--- config.mk ---
export PLATFORM = sky130hd
export DESIGN_NAME = sha1_message_digest_core_flat
export DESIGN_NICKNAME = d
export VERILOG_FILES = /design/src/rtl/sha1md_pkg.sv /design/src/rtl/sha1md_if.sv /design/src/rtl/sha1md_round.sv /design/src/rtl/sha1_message_digest_core.sv /design/src/flat_wrapper.sv
export SDC_FILE = /design/constraint.sdc
export NUM_CORES = 2
export LEC_CHECK = 0
export BUFFER_PORTS_ARGS = -buffer_cell sky130_fd_sc_hd__buf_2
export CAP_MARGIN = 30
export CORE_MARGIN = 2
export CORE_UTILIZATION = 60
export CTS_CLUSTER_DIAMETER = 40
export CTS_CLUSTER_SIZE = 25
export DETAILED_ROUTE_END_ITERATION = 6
export MAX_ROUTING_LAYER = met4
export PLACE_DENSITY = 0.86
export SYNTH_ARGS = -nofsm -noshare
export SYNTH_HDL_FRONTEND = slang
export SYNTH_SLANG_ARGS = --single-unit
--- constraint.sdc ---
create_clock -name clk -period 20 [get_ports clk]
set_input_delay 4 -clock clk [delete_from_list [all_inputs] [get_ports clk]]
set_output_delay 4 -clock clk [all_outputs]
set_load 0.05 [all_outputs]
--- src/rtl/sha1md_pkg.sv ---
// Shared types and constants for the SHA-1 message digest core.
// Holds the sequencer states, block modes, round phases and the SHA-1 constants.
// No dependencies; compile this file first.
`timescale 1ns / 1ps

package sha1md_pkg;

  // Main sequencer states.
  typedef enum logic [2:0] {
    ST_IDLE,
    ST_LOAD,
    ST_RUN,
    ST_ADD,
    ST_OREAD,
    ST_OLOAD
  } state_t;

  // Kind of block being compressed: plain data, the first padded block or the extra
  // length-only block.
  typedef enum logic [1:0] {
    BLK_DATA,
    BLK_PAD,
    BLK_EXTRA
  } blk_mode_t;

  // Round function groups of twenty rounds each.
  typedef enum logic [1:0] {
    PH_CHOOSE,
    PH_PARITY_LO,
    PH_MAJORITY,
    PH_PARITY_HI
  } phase_t;

  // Working variables of the compression.
  typedef struct packed {
    logic [31:0] a;
    logic [31:0] b;
    logic [31:0] c;
    logic [31:0] d;
    logic [31:0] e;
  } work_t;

  localparam logic [31:0] K_CHOOSE     = 32'h5a827999;
  localparam logic [31:0] K_PARITY_LO  = 32'h6ed9eba1;
  localparam logic [31:0] K_MAJORITY   = 32'h8f1bbcdc;
  localparam logic [31:0] K_PARITY_HI  = 32'hca62c1d6;
  localparam logic [7:0]  PAD_MARK     = 8'h80;
  localparam logic [6:0]  ROUND_LAST   = 7'd79;
  localparam logic [2:0]  CV_LAST      = 3'd4;

  // Initial chaining value words.
  function automatic logic [31:0] sha1md_iv(input logic [2:0] idx);
    logic [31:0] v;
    case (idx)
      3'd0:    v = 32'h67452301;
      3'd1:    v = 32'hefcdab89;
      3'd2:    v = 32'h98badcfe;
      3'd3:    v = 32'h10325476;
      3'd4:    v = 32'hc3d2e1f0;
      default: v = 32'h0;
    endcase
    return v;
  endfunction

  // Round group for a round number.
  function automatic phase_t sha1md_phase(input logic [6:0] rnd);
    phase_t p;
    if (rnd < 7'd20) begin
      p = PH_CHOOSE;
    end else if (rnd < 7'd40) begin
      p = PH_PARITY_LO;
    end else if (rnd < 7'd60) begin
      p = PH_MAJORITY;
    end else begin
      p = PH_PARITY_HI;
    end
    return p;
  endfunction

endpackage

--- src/rtl/sha1md_if.sv ---
// Valid/ready channel interfaces for the SHA-1 message digest core.
// One interface for message bytes, one for digest words; no dependencies.
`timescale 1ns / 1ps

interface sha1md_in_if;
  logic       valid;
  logic       ready;
  logic [7:0] data_byte;
  logic       byte_valid;
  logic       last;

  modport source (output valid, output data_byte, output byte_valid, output last,
                  input ready);
  modport sink (input valid, input data_byte, input byte_valid, input last,
                output ready);
endinterface

interface sha1md_out_if;
  logic        valid;
  logic        ready;
  logic [31:0] digest_word;
  logic [2:0]  word_index;
  logic        final_word;

  modport source (output valid, output digest_word, output word_index,
                  output final_word, input ready);
  modport sink (input valid, input digest_word, input word_index, input final_word,
                output ready);
endinterface

--- src/rtl/sha1md_round.sv ---
// One SHA-1 round: round function, constant add and rotation of the working words.
// Depends on sha1md_pkg.
`timescale 1ns / 1ps

module sha1md_round (
  input  sha1md_pkg::phase_t phase,
  input  sha1md_pkg::work_t  wk_in,
  input  logic [31:0]        w,
  output sha1md_pkg::work_t  wk_out
);
  import sha1md_pkg::*;

  logic [31:0] f;
  logic [31:0] k;
  logic [31:0] t;

  // Round function and constant for the current group.
  always_comb begin
    case (phase)
      PH_CHOOSE: begin
        f = (wk_in.b & wk_in.c) | (~wk_in.b & wk_in.d);
        k = K_CHOOSE;
      end
      PH_PARITY_LO: begin
        f = wk_in.b ^ wk_in.c ^ wk_in.d;
        k = K_PARITY_LO;
      end
      PH_MAJORITY: begin
        f = (wk_in.b & wk_in.c) | (wk_in.b & wk_in.d) | (wk_in.c & wk_in.d);
        k = K_MAJORITY;
      end
      default: begin
        f = wk_in.b ^ wk_in.c ^ wk_in.d;
        k = K_PARITY_HI;
      end
    endcase
  end

  // New a, and the shift of the other words.
  assign t = {wk_in.a[26:0], wk_in.a[31:27]} + f + wk_in.e + k + w;

  assign wk_out.a = t;
  assign wk_out.b = wk_in.a;
  assign wk_out.c = {wk_in.b[1:0], wk_in.b[31:2]};
  assign wk_out.d = wk_in.c;
  assign wk_out.e = wk_in.d;

endmodule

--- src/rtl/sha1_message_digest_core.sv ---
// SHA-1 message digest core: top level with the block buffer and chaining value memories.
// Depends on sha1md_pkg, sha1md_if and sha1md_round.
`timescale 1ns / 1ps

// Message bytes arrive one word per handshake and are taken only while the core is
// idle. A full 64-byte block is then compressed by reading the chaining value out of
// its memory, running 80 rounds at one round per cycle through the shared round unit,
// and adding the result back into the chaining value memory.
// A word marked last pads the message (one or two more blocks) and then emits the five
// digest words H0 to H4, each read from memory and then loaded into the output register.
// The digest words sit in an output register, so a new message may start while the last
// digest word still waits. The chaining value memory needs no clearing pass: per-entry
// valid bits make unwritten entries read as the SHA-1 initial value, and they are cleared
// when a digest is done.
module sha1_message_digest_core (
  input  logic            clk,
  input  logic            rst_n,
  sha1md_in_if.sink       in_ch,
  sha1md_out_if.source    out_ch
);
  import sha1md_pkg::*;

  // Sequencer and message state.
  state_t      state_r, state_nxt;
  blk_mode_t   mode_r, mode_nxt;
  logic        pend_r, pend_nxt;
  logic [5:0]  fill_r, fill_nxt;
  logic [60:0] len_r, len_nxt;
  logic [31:0] acc_r, acc_nxt;
  logic [6:0]  rnd_r, rnd_nxt;
  logic [2:0]  ci_r, ci_nxt;
  work_t       wk_r, wk_nxt;
  work_t       wk_round;
  logic [31:0] sched_r [16];
  logic [4:0]  cv_vld_r, cv_vld_nxt;

  // Memories and their read registers.
  logic [31:0] blk_mem [16];
  logic [31:0] blk_q_r;
  logic [31:0] cv_mem [5];
  logic [31:0] cv_q_r;
  logic        cv_qv_r;
  logic [2:0]  cv_qidx_r;

  // Output register.
  logic        out_valid_r;
  logic [31:0] out_word_r;
  logic [2:0]  out_idx_r;
  logic        out_final_r;

  // Control strobes.
  logic        in_acc;
  logic        cv_re;
  logic        cv_we;
  logic [2:0]  cv_waddr;
  logic [3:0]  blk_raddr;
  logic        blk_we;
  logic        out_load;
  logic        restart;

  // Datapath values.
  logic [31:0] cv_data;
  logic [31:0] merged;
  logic [4:0]  byte_sh;
  logic [63:0] bit_len;
  logic [31:0] w_block;
  logic [31:0] w_expand;
  logic [31:0] w_cur;

  // Message schedule word for one of the first sixteen rounds: stored data, or padding
  // and length generated on the fly.
  function automatic logic [31:0] pad_word(input logic [3:0] widx, input blk_mode_t mode,
                                           input logic [5:0] fill, input logic [31:0] acc,
                                           input logic [63:0] blen,
                                           input logic [31:0] mem_word);
    logic [31:0] base;
    logic [31:0] v;
    base = (fill[1:0] == 2'd0) ? 32'h0 : acc;
    v    = 32'h0;
    case (mode)
      BLK_DATA: begin
        v = mem_word;
      end
      BLK_PAD: begin
        if (widx < fill[5:2]) begin
          v = mem_word;
        end else if (widx == fill[5:2]) begin
          v = base | ({24'h0, PAD_MARK} << {~fill[1:0], 3'b000});
        end else if (fill < 6'd56 && widx == 4'd14) begin
          v = blen[63:32];
        end else if (fill < 6'd56 && widx == 4'd15) begin
          v = blen[31:0];
        end
      end
      BLK_EXTRA: begin
        if (widx == 4'd14) begin
          v = blen[63:32];
        end else if (widx == 4'd15) begin
          v = blen[31:0];
        end
      end
      default: begin
        v = 32'h0;
      end
    endcase
    return v;
  endfunction

  // Next state.
  always_comb begin
    state_nxt = state_r;
    case (state_r)
      ST_IDLE: begin
        if (in_acc && (in_ch.last || (in_ch.byte_valid && fill_r == 6'd63))) begin
          state_nxt = ST_LOAD;
        end
      end
      ST_LOAD: begin
        if (ci_r == 3'd5) begin
          state_nxt = ST_RUN;
        end
      end
      ST_RUN: begin
        if (rnd_r == ROUND_LAST) begin
          state_nxt = ST_ADD;
        end
      end
      ST_ADD: begin
        if (ci_r == 3'd5) begin
          case (mode_r)
            BLK_DATA:  state_nxt = pend_r ? ST_LOAD : ST_IDLE;
            BLK_PAD:   state_nxt = (fill_r >= 6'd56) ? ST_LOAD : ST_OREAD;
            default:   state_nxt = ST_OREAD;
          endcase
        end
      end
      ST_OREAD: begin
        state_nxt = ST_OLOAD;
      end
      ST_OLOAD: begin
        if (out_load) begin
          state_nxt = (ci_r == CV_LAST) ? ST_IDLE : ST_OREAD;
        end
      end
      default: begin
        state_nxt = ST_IDLE;
      end
    endcase
  end

  // Control strobes from the state.
  always_comb begin
    in_ch.ready = (state_r == ST_IDLE);
    cv_re       = 1'b0;
    cv_we       = 1'b0;
    blk_raddr   = 4'd0;
    out_load    = 1'b0;
    case (state_r)
      ST_LOAD: begin
        cv_re = (ci_r < 3'd5);
      end
      ST_RUN: begin
        blk_raddr = rnd_r[3:0] + 4'd1;
      end
      ST_ADD: begin
        cv_re = (ci_r < 3'd5);
        cv_we = (ci_r != 3'd0);
      end
      ST_OREAD: begin
        cv_re = 1'b1;
      end
      ST_OLOAD: begin
        out_load = !out_valid_r || out_ch.ready;
      end
      default: begin
        cv_re = 1'b0;
      end
    endcase
  end

  assign in_acc   = in_ch.valid && in_ch.ready;
  assign blk_we   = in_acc && in_ch.byte_valid;
  assign cv_waddr = ci_r - 3'd1;
  assign restart  = out_load && (ci_r == CV_LAST);

  // Chaining value read data; entries not yet written read as the initial value.
  assign cv_data = cv_qv_r ? cv_q_r : sha1md_iv(cv_qidx_r);

  // Byte packing, big-endian within each word.
  assign byte_sh = {~fill_r[1:0], 3'b000};
  assign merged  = ((fill_r[1:0] == 2'd0) ? 32'h0 : acc_r) |
                   ({24'h0, in_ch.data_byte} << byte_sh);
  assign bit_len = {len_r, 3'b000};

  // Schedule word for the current round.
  assign w_block  = pad_word(rnd_r[3:0], mode_r, fill_r, acc_r, bit_len, blk_q_r);
  assign w_expand = sched_r[13] ^ sched_r[8] ^ sched_r[2] ^ sched_r[0];
  assign w_cur    = (rnd_r < 7'd16) ? w_block : {w_expand[30:0], w_expand[31]};

  sha1md_round u_round (
    .phase  (sha1md_phase(rnd_r)),
    .wk_in  (wk_r),
    .w      (w_cur),
    .wk_out (wk_round)
  );

  // Next values of the datapath registers.
  always_comb begin
    mode_nxt   = mode_r;
    pend_nxt   = pend_r;
    fill_nxt   = fill_r;
    len_nxt    = len_r;
    acc_nxt    = acc_r;
    rnd_nxt    = rnd_r;
    ci_nxt     = ci_r;
    wk_nxt     = wk_r;
    cv_vld_nxt = cv_vld_r;
    case (state_r)
      ST_IDLE: begin
        if (in_acc) begin
          if (in_ch.byte_valid) begin
            acc_nxt  = merged;
            len_nxt  = len_r + 61'd1;
            fill_nxt = fill_r + 6'd1;
          end
          if (in_ch.byte_valid && fill_r == 6'd63) begin
            mode_nxt = BLK_DATA;
            pend_nxt = in_ch.last;
          end else if (in_ch.last) begin
            mode_nxt = BLK_PAD;
          end
        end
      end
      ST_LOAD: begin
        ci_nxt = (ci_r == 3'd5) ? 3'd0 : ci_r + 3'd1;
        if (ci_r != 3'd0) begin
          wk_nxt = '{a: wk_r.b, b: wk_r.c, c: wk_r.d, d: wk_r.e, e: cv_data};
        end
      end
      ST_RUN: begin
        rnd_nxt = (rnd_r == ROUND_LAST) ? 7'd0 : rnd_r + 7'd1;
        wk_nxt  = wk_round;
      end
      ST_ADD: begin
        ci_nxt = (ci_r == 3'd5) ? 3'd0 : ci_r + 3'd1;
        if (ci_r != 3'd0) begin
          wk_nxt = '{a: wk_r.b, b: wk_r.c, c: wk_r.d, d: wk_r.e, e: 32'h0};
          cv_vld_nxt[cv_waddr] = 1'b1;
        end
        if (ci_r == 3'd5) begin
          if (mode_r == BLK_DATA && pend_r) begin
            mode_nxt = BLK_PAD;
            pend_nxt = 1'b0;
          end else if (mode_r == BLK_PAD && fill_r >= 6'd56) begin
            mode_nxt = BLK_EXTRA;
          end
        end
      end
      ST_OLOAD: begin
        if (out_load) begin
          ci_nxt = (ci_r == CV_LAST) ? 3'd0 : ci_r + 3'd1;
        end
        if (restart) begin
          fill_nxt   = 6'd0;
          len_nxt    = 61'd0;
          pend_nxt   = 1'b0;
          cv_vld_nxt = 5'd0;
        end
      end
      default: begin
        ci_nxt = ci_r;
      end
    endcase
  end

  // Control registers.
  always_ff @(posedge clk) begin
    if (!rst_n) begin
      state_r     <= ST_IDLE;
      mode_r      <= BLK_DATA;
      pend_r      <= 1'b0;
      fill_r      <= 6'd0;
      len_r       <= 61'd0;
      rnd_r       <= 7'd0;
      ci_r        <= 3'd0;
      cv_vld_r    <= 5'd0;
      out_valid_r <= 1'b0;
    end else begin
      state_r  <= state_nxt;
      mode_r   <= mode_nxt;
      pend_r   <= pend_nxt;
      fill_r   <= fill_nxt;
      len_r    <= len_nxt;
      rnd_r    <= rnd_nxt;
      ci_r     <= ci_nxt;
      cv_vld_r <= cv_vld_nxt;
      if (out_load) begin
        out_valid_r <= 1'b1;
      end else if (out_ch.ready) begin
        out_valid_r <= 1'b0;
      end
    end
  end

  // Payload registers and the message schedule window.
  always_ff @(posedge clk) begin
    acc_r <= acc_nxt;
    wk_r  <= wk_nxt;
    if (state_r == ST_RUN) begin
      for (int i = 0; i < 15; i++) begin
        sched_r[i] <= sched_r[i + 1];
      end
      sched_r[15] <= w_cur;
    end
    if (out_load) begin
      out_word_r  <= cv_data;
      out_idx_r   <= ci_r;
      out_final_r <= (ci_r == CV_LAST);
    end
  end

  // Block buffer memory: one word written per byte, one word read per cycle.
  always_ff @(posedge clk) begin
    if (blk_we) begin
      blk_mem[fill_r[5:2]] <= merged;
    end
    blk_q_r <= blk_mem[blk_raddr];
  end

  // Chaining value memory: read and write back at different entries in the same cycle.
  always_ff @(posedge clk) begin
    if (cv_we) begin
      cv_mem[cv_waddr] <= cv_data + wk_r.a;
    end
    if (cv_re) begin
      cv_q_r    <= cv_mem[ci_r];
      cv_qv_r   <= cv_vld_r[ci_r];
      cv_qidx_r <= ci_r;
    end
  end

  // Result channel.
  assign out_ch.valid       = out_valid_r;
  assign out_ch.digest_word = out_word_r;
  assign out_ch.word_index  = out_idx_r;
  assign out_ch.final_word  = out_final_r;

endmodule

--- src/flat_wrapper.sv ---
// flat-port wrapper written by rule: the top's interface ports become plain ports
module sha1_message_digest_core_flat import sha1md_pkg::*;
  (clk, rst_n, in_ch_valid, in_ch_data_byte, in_ch_byte_valid, in_ch_last, in_ch_ready, out_ch_valid, out_ch_digest_word, out_ch_word_index, out_ch_final_word, out_ch_ready);
  sha1md_in_if in_ch_i ();
  sha1md_out_if out_ch_i ();
  input  logic clk;
  input  logic rst_n;
  input wire logic [$bits(in_ch_i.valid)-1:0] in_ch_valid;
  input wire logic [$bits(in_ch_i.data_byte)-1:0] in_ch_data_byte;
  input wire logic [$bits(in_ch_i.byte_valid)-1:0] in_ch_byte_valid;
  input wire logic [$bits(in_ch_i.last)-1:0] in_ch_last;
  output wire logic [$bits(in_ch_i.ready)-1:0] in_ch_ready;
  output wire logic [$bits(out_ch_i.valid)-1:0] out_ch_valid;
  output wire logic [$bits(out_ch_i.digest_word)-1:0] out_ch_digest_word;
  output wire logic [$bits(out_ch_i.word_index)-1:0] out_ch_word_index;
  output wire logic [$bits(out_ch_i.final_word)-1:0] out_ch_final_word;
  input wire logic [$bits(out_ch_i.ready)-1:0] out_ch_ready;
  assign in_ch_i.valid = in_ch_valid;
  assign in_ch_i.data_byte = in_ch_data_byte;
  assign in_ch_i.byte_valid = in_ch_byte_valid;
  assign in_ch_i.last = in_ch_last;
  assign in_ch_ready = in_ch_i.ready;
  assign out_ch_valid = out_ch_i.valid;
  assign out_ch_digest_word = out_ch_i.digest_word;
  assign out_ch_word_index = out_ch_i.word_index;
  assign out_ch_final_word = out_ch_i.final_word;
  assign out_ch_i.ready = out_ch_ready;
  sha1_message_digest_core u_core (.clk(clk), .rst_n(rst_n), .in_ch(in_ch_i), .out_ch(out_ch_i));
endmodule
; After elaboration in Yosys (flattened, before gate mapping)
; Memories as Yosys holds them, arrays and structs flattened. A register that Yosys moved wholly into a read port is not among the register bits.
; Index checks and enable logic that the tools add are counted.
[totals]
register_bits = 321
in_bits = 14
mem_bits_rw = 1184
mem_count = 3
[memory_table]
columns = memory, words, width, rd, rd_ports_with_merged_regs, write_ports, line
row1 = u_core.blk_mem, 16, 32, 1, 1, 1, sha1_message_digest_core.sv:38  ; logic [31:0] blk_mem [16];
row2 = u_core.sched_r, 16, 32, 16, 0, 16, sha1_message_digest_core.sv:34  ; logic [31:0] sched_r [16];
row3 = u_core.cv_mem, 5, 32, 1, 1, 1, sha1_message_digest_core.sv:40  ; logic [31:0] cv_mem [5];
[op_classes]
n_mux = 74
bitwise = 17
shifts = 2
n_reduce_logical = 35
eq_ne = 34
add_sub_neg = 11
order_cmp = 11
[ops]
columns = cell, count
row1 = $pmux 160 s3, 1
row2 = $mux 160, 2
row3 = $mux 32, 9
row4 = $pmux 32 s3, 2
row5 = $mux 61, 3
row6 = $add 32x32->32, 5
row7 = $or 32x32->32, 5
row8 = $pmux 32 s5, 1
row9 = $xor 32x32->32, 5
row10 = $and 32x32->32, 4
row11 = $pmux 61 s2, 1
row12 = $pmux 32 s2, 1
row13 = $add 61x1->61 const B, 1
row14 = $not 32->32, 1
row15 = $shl 8x5->32, 1
row16 = $shl 8x5->32 const A, 1
row17 = $mux 3, 10
row18 = $mux 1, 19
row19 = $mux 6, 3
row20 = $pmux 3 s6, 1
row21 = $mux 2, 8
row22 = $ne 2x1->1 const B, 8
row23 = $eq 3x3->1 const B, 5
row24 = $lt 7x5->1 const B, 2
row25 = other kinds (49), 85

; Depth between registers and ports, before layout
[logic_depth]
ltp_word = 11
mapped_depth = 28
mapped_depth_nobuf = 25

; Cells and area by module
; From an unflattened synthesis, not the netlist that was laid out.
[hier_totals]
cells_unflattened = 5024
area_unflattened_um2 = 67618.6
[modules_own_cells]
columns = mod, n_inst, seq_area_each_um2, cells_each, area_each_um2
row1 = sha1_message_digest_core, 1, 45904.0, 4120, 60719.5
row2 = sha1md_round, 1, 0.0, 904, 6899.1

; Worst setup path after synthesis
; OpenSTA, ideal clock, no wires.
[synth_timing]
kind = flip-flop to flip-flop
startpoint = reg u_core.state_r[0]
endpoint = mem u_core.sched_r[0][0] (enable)
period_less_slack_ns = 16.025
path_stages_with_launch = 6
arrival_ns = 14.949
n_path_buf = 2
setup_time_ns = 1.076
required_time_ns = 18.924
path_slack_ns = 3.975
cell_sequence = dfxtp_1 -> nor2_1 -> nand2_1 -> inv_2 -> clkbuf_1 -> clkbuf_1
[synth_rtl]
columns = item, line
row1 = "start, declared", sha1_message_digest_core.sv:24  ; state_t state_r, state_nxt;
row2 = "start signal, assigned", sha1_message_digest_core.sv:289  ; state_r <= state_nxt;
row3 = "end, declared", sha1_message_digest_core.sv:34

==> impl_summary.txt <==
----------------------------------------------------
[STA]
  Worst Hold Margin ... 0.407 ns
  Worst-Margin Slew ... 1.03 ns
  Worst slew margin relative to its limit ... 0.312
  Setup clock skew after layout ... 0.0358 ns
  Finish-stage setup viols ... 0
  RSZ-0062 raised after global routing ... no
  Final period utilization ... 0.395
  Worst path setup slack after routing ... 12.09 ns
  Achievable Freq ... 126 MHz
  TNS Setup ... 0 ns
  Final Hold Vio Count ... 0
  Max-slew violation total from the final report ... 0
  Post-layout min period ... 7.91 ns

[GRT]
  Global routing usage on met2 ... 0.420
  Number of global-route vias before repair ... 39270
  Gr ovfl total ... 0
  Number of antenna violations at the first check in global routing ... 11
  Pin count of the biggest net entering global routing ... 166
  Wire length of the first global-routing pass ... 235000 µm
  Aggregate global-route resource usage ... 0.286
  Global-route track usage on met1 ... 0.385
  Busiest layer in global routing ... met2
  Met3 track demand over resource ... 0.0623

[Drt]
  Total vias in the final route ... 40751
  Violation count after the first detailed-route iteration ... 6316
  Detailed-route vias per instance ... 6.44
  Post-route antenna net violation count ... 0
  Pre-Repair DR Iteration Count ... 7
  Post-Route WL ... 157000 µm
  Routed length per instance ... 24.8 µm
  Final routed DRC violation total ... 3

[Floorplan]
  Row cnt ... 121
  Starting Density ... 0.606
  Chip Width ... 336 µm
  Height of the die ... 336 µm
  Floorplan core area ... 109000 µm²
  Die footprint ... 113000 µm²
  Boundary pin count ... 52

[Cells and area]
  Share of layout cells above drive strength 1 ... 0.106
  Multi-input gate area in the final layout ... 18700 µm²
  Register area ... 45900 µm²
  Final nets ... 4999
  Summed area of non-filler cells in the final layout ... 73500 µm²
  Layout overhead on the synthesized area ... 11.3%
  Filler-free cell count of the finished design ... 6331
  Number of fill cells ... 6824

[Clocking]
  Clock Root Buffer ... clkbuf_16
  CTS tree ... done
  Num CTS Buffers ... 150
  Number of hold buffers added after cts ... 0
  Clock sink total ... 1569
  Later-pin clock latency in the skew report ... 0.79 ns
  Maximum level of the CTS H-tree ... 4
  Post-CTS Setup Bufs ... 0
  CTS clock-pin slew for the worst setup and hold paths ... 0.07 ns
  Max Root-Sink Buffers ... 3
  Post-cts resize count ... 0

[Logic synthesis]
  Most frequently used flop master after synthesis ... edfxtp_1
  Syn_area_per_cell ... 14.0 µm²
  Mapped Cells ... 4735
  Netlist Area Pre-Place ... 66100 µm²
  Asr flop ratio synth ... 0
  Top-area cell type share of the netlist area ... 0.658
  Yosys warns ... 0
  Number of synthesized flops with an enable pin ... 1448
  Fraction of the yosys area taken by sequential cells ... 0.695
  Netlist cell types ... 76
  Count of state elements after synthesis ... 1569
  Largest cells by area after synthesis ... edfxtp_1 (66%), nand2_1 (4.6%), dfxtp_1 (3.7%)
  Syn nets ... 4957
  Yosys top cell by area ... edfxtp_1

[Worst setup path]
  CP peak stage delay ... 0.85 ns
  Critical path peak fanout ... 55
  Timing startpoint of the critical path ... u_core.rnd_r[0]
  Worst reg2reg path startpoint ... u_core.rnd_r[0]
  Category of the worst setup path capture point ... flip-flop
  Critical path data arrival time ... 8.39 ns
  Slowest cell on the critical path ... dfxtp_4
  Required @ worst endpoint ... 20.48 ns
  Ordered list of cells on the worst path ... inv_1, ha_1, nand4_1, buf_4, nand2_1, buf_16, o221ai_1, o311ai_0, a21oi_1, fa_1, fa_1, inv_1, fa_1, inv_1, ha_1, o21ai_0, o21ai_0, a31oi_1, o211ai_1, a221oi_1, o41ai_1, xnor2_1, o21ai_0
  Startpoint kind of the worst setup timing path ... flip-flop
  Class of the most critical setup path ... flip-flop to flip-flop
  Number of cells on the worst reg-to-reg path ... 23

[Placement]
  Setup slack at placement ... 12.07 ns
  Final weighted congestion in routability-driven placement ... 0.963
  DP Wirelength ... 94800 µm
  Placed Instances ... 6033
  Post-detailed-placement cell area ... 68000 µm²
  I/O Buffers ... 51

[Hold path]
  Path class of the lowest-slack min-delay path ... flip-flop to flip-flop
  Instance count along the most critical hold path ... 0
  Hold path start ... u_core.sched_r[1][53]

[Pwr]
  Pleak ... 25.7 nW
  Total power per unit cell area ... 116 nW/µm²
  Worst voltage drop across the vdd grid ... 0.102 mV

[Flow run]
  Max_cap viols ... 0

[Run status]
  Status ... finished with violations
  Violations in the final reports ... DRC

----------------------------------------------------
[cells in the final DEF, fill, tap and decap left out, types with 53 or more instances in the layout]
cell       netlist  final
o221ai_1       120    120
buf_4            1     65
fa_1           121    121
o21ai_0        175    175
xnor2_1        140    140
a21oi_1        176    176
a21o_1          64     64
nor2_1         151    134
edfxtp_1      1448   1448
nand3_1        151    151
clkbuf_16        0    153
inv_1          212    212
xor2_1          67     67
ha_1            87     87
a22oi_1         53     53
nand2_1        809    806
dfxtp_1        121    117
[where the power goes]
part	total (mW)	switching (mW)	internal [mW]
Sequential	3.82	0.0702	3.75
Combinational	1.77	1.12	0.653
Clock	2.98	1.40	1.58
[synthesized netlist by cell type, drive strengths merged (30+ instances only)]
cell and instances:
buf 32, nand3 151, fa 121, o221ai 120
a21oi 176, edfxtp 1448, o311ai 30, a21o 64
mux2 32, nor2b 40, a22o 32, xnor2 140
nor3 46, a31oi 45, o21ai 175, nor2 151
a311oi 52, xor2 67, inv 213, dfxtp 121
nand2 810, nand2b 40, ha 87, clkbuf 205
mux4 33, a22oi 53
[through the flow]
| stage | utilization | power, mW |
|---|---|---|
| after floorplan | - | 5.11 |
| after global placement | 0.623 | 5.53 |
| after detailed placement | 0.624 | 5.59 |
| after CTS | 0.673 | 8.54 |
| after global routing | 0.675 | 8.87 |
| final | 0.675 | 8.57 |
[worst paths after layout]
kind / end / slack [ns]
setup / recovery: u_core.wk_r[158] / 12.09
hold / removal: u_core.sched_r[1][21] / 0.41
setup reg to reg: u_core.wk_r[158] / 12.09
hold reg to reg: u_core.sched_r[1][21] / 0.41
[flip-flops by register name, summed over array words and instances (netlist names)]
name	count
u_core.mode_r	2
u_core.fill_r	6
u_core.cv_qv_r	1
u_core.len_r	61
u_core.sched_r	512
u_core.state_r	3
u_core.out_ch.valid	1
u_core.out_ch.digest_word	32
u_core.cv_vld_r	5
u_core.cv_qidx_r	3
u_core.cv_q_r	32
u_core.out_ch.word_index	3
u_core.wk_r	160
u_core.blk_q_r	32
u_core.rnd_r	7
u_core.ci_r	3
u_core.pend_r	1
u_core.blk_mem	512
u_core.out_ch.final_word	1
u_core.cv_mem	160
u_core.acc_r	32
[per-layer routing]
metal	vias up	part of all wire	routed length, µm
met5	-	0	0
met4	0	0.051	7990
met3	458	0.11	17500
met2	2674	0.46	72000
met1	19968	0.38	59700
li1	17651	-	-
[cell families (layout without fill, tap and decap cells)]
kind of cell | after synthesis | count (layout) | synth area share
AO/OA/AOI/OAI | 869 | 869 | 0.0904
XOR/XNOR | 207 | 207 | 0.0274
adder cells (fa/ha/maj) | 208 | 208 | 0.0531
buffers and inverters | 451 | 621 | 0.0258
flip-flops | 1569 | 1569 | 0.695
multiplexers | 85 | 85 | 0.0197
other | 0 | 12 | 0
AND/OR/NAND/NOR | 1346 | 1346 | 0.0887
[critical path: cells and delay by family (launching register included)]
family | cells | cell delay [ns]
AND/OR/NAND/NOR | 2 | 0.57
XOR/XNOR | 1 | 0.19
flip-flops | 1 | 0.85
AO/OA/AOI/OAI | 10 | 2.82
adder cells (fa/ha/maj) | 5 | 2.13
buffers and inverters | 5 | 1.05
[area by class of cell]
cell class                 count  share of cell area
multi-input combinational   2715               0.254
timing repair buffer         127              0.0139
clock buffer                 161              0.0526
antenna                       12            0.000408
sequential                  1569               0.624
clock inverter               119              0.0196
inverter                     214              0.0110
tap                         1414              0.0241
No activity file was read; power rests on OpenSTA's default activity.
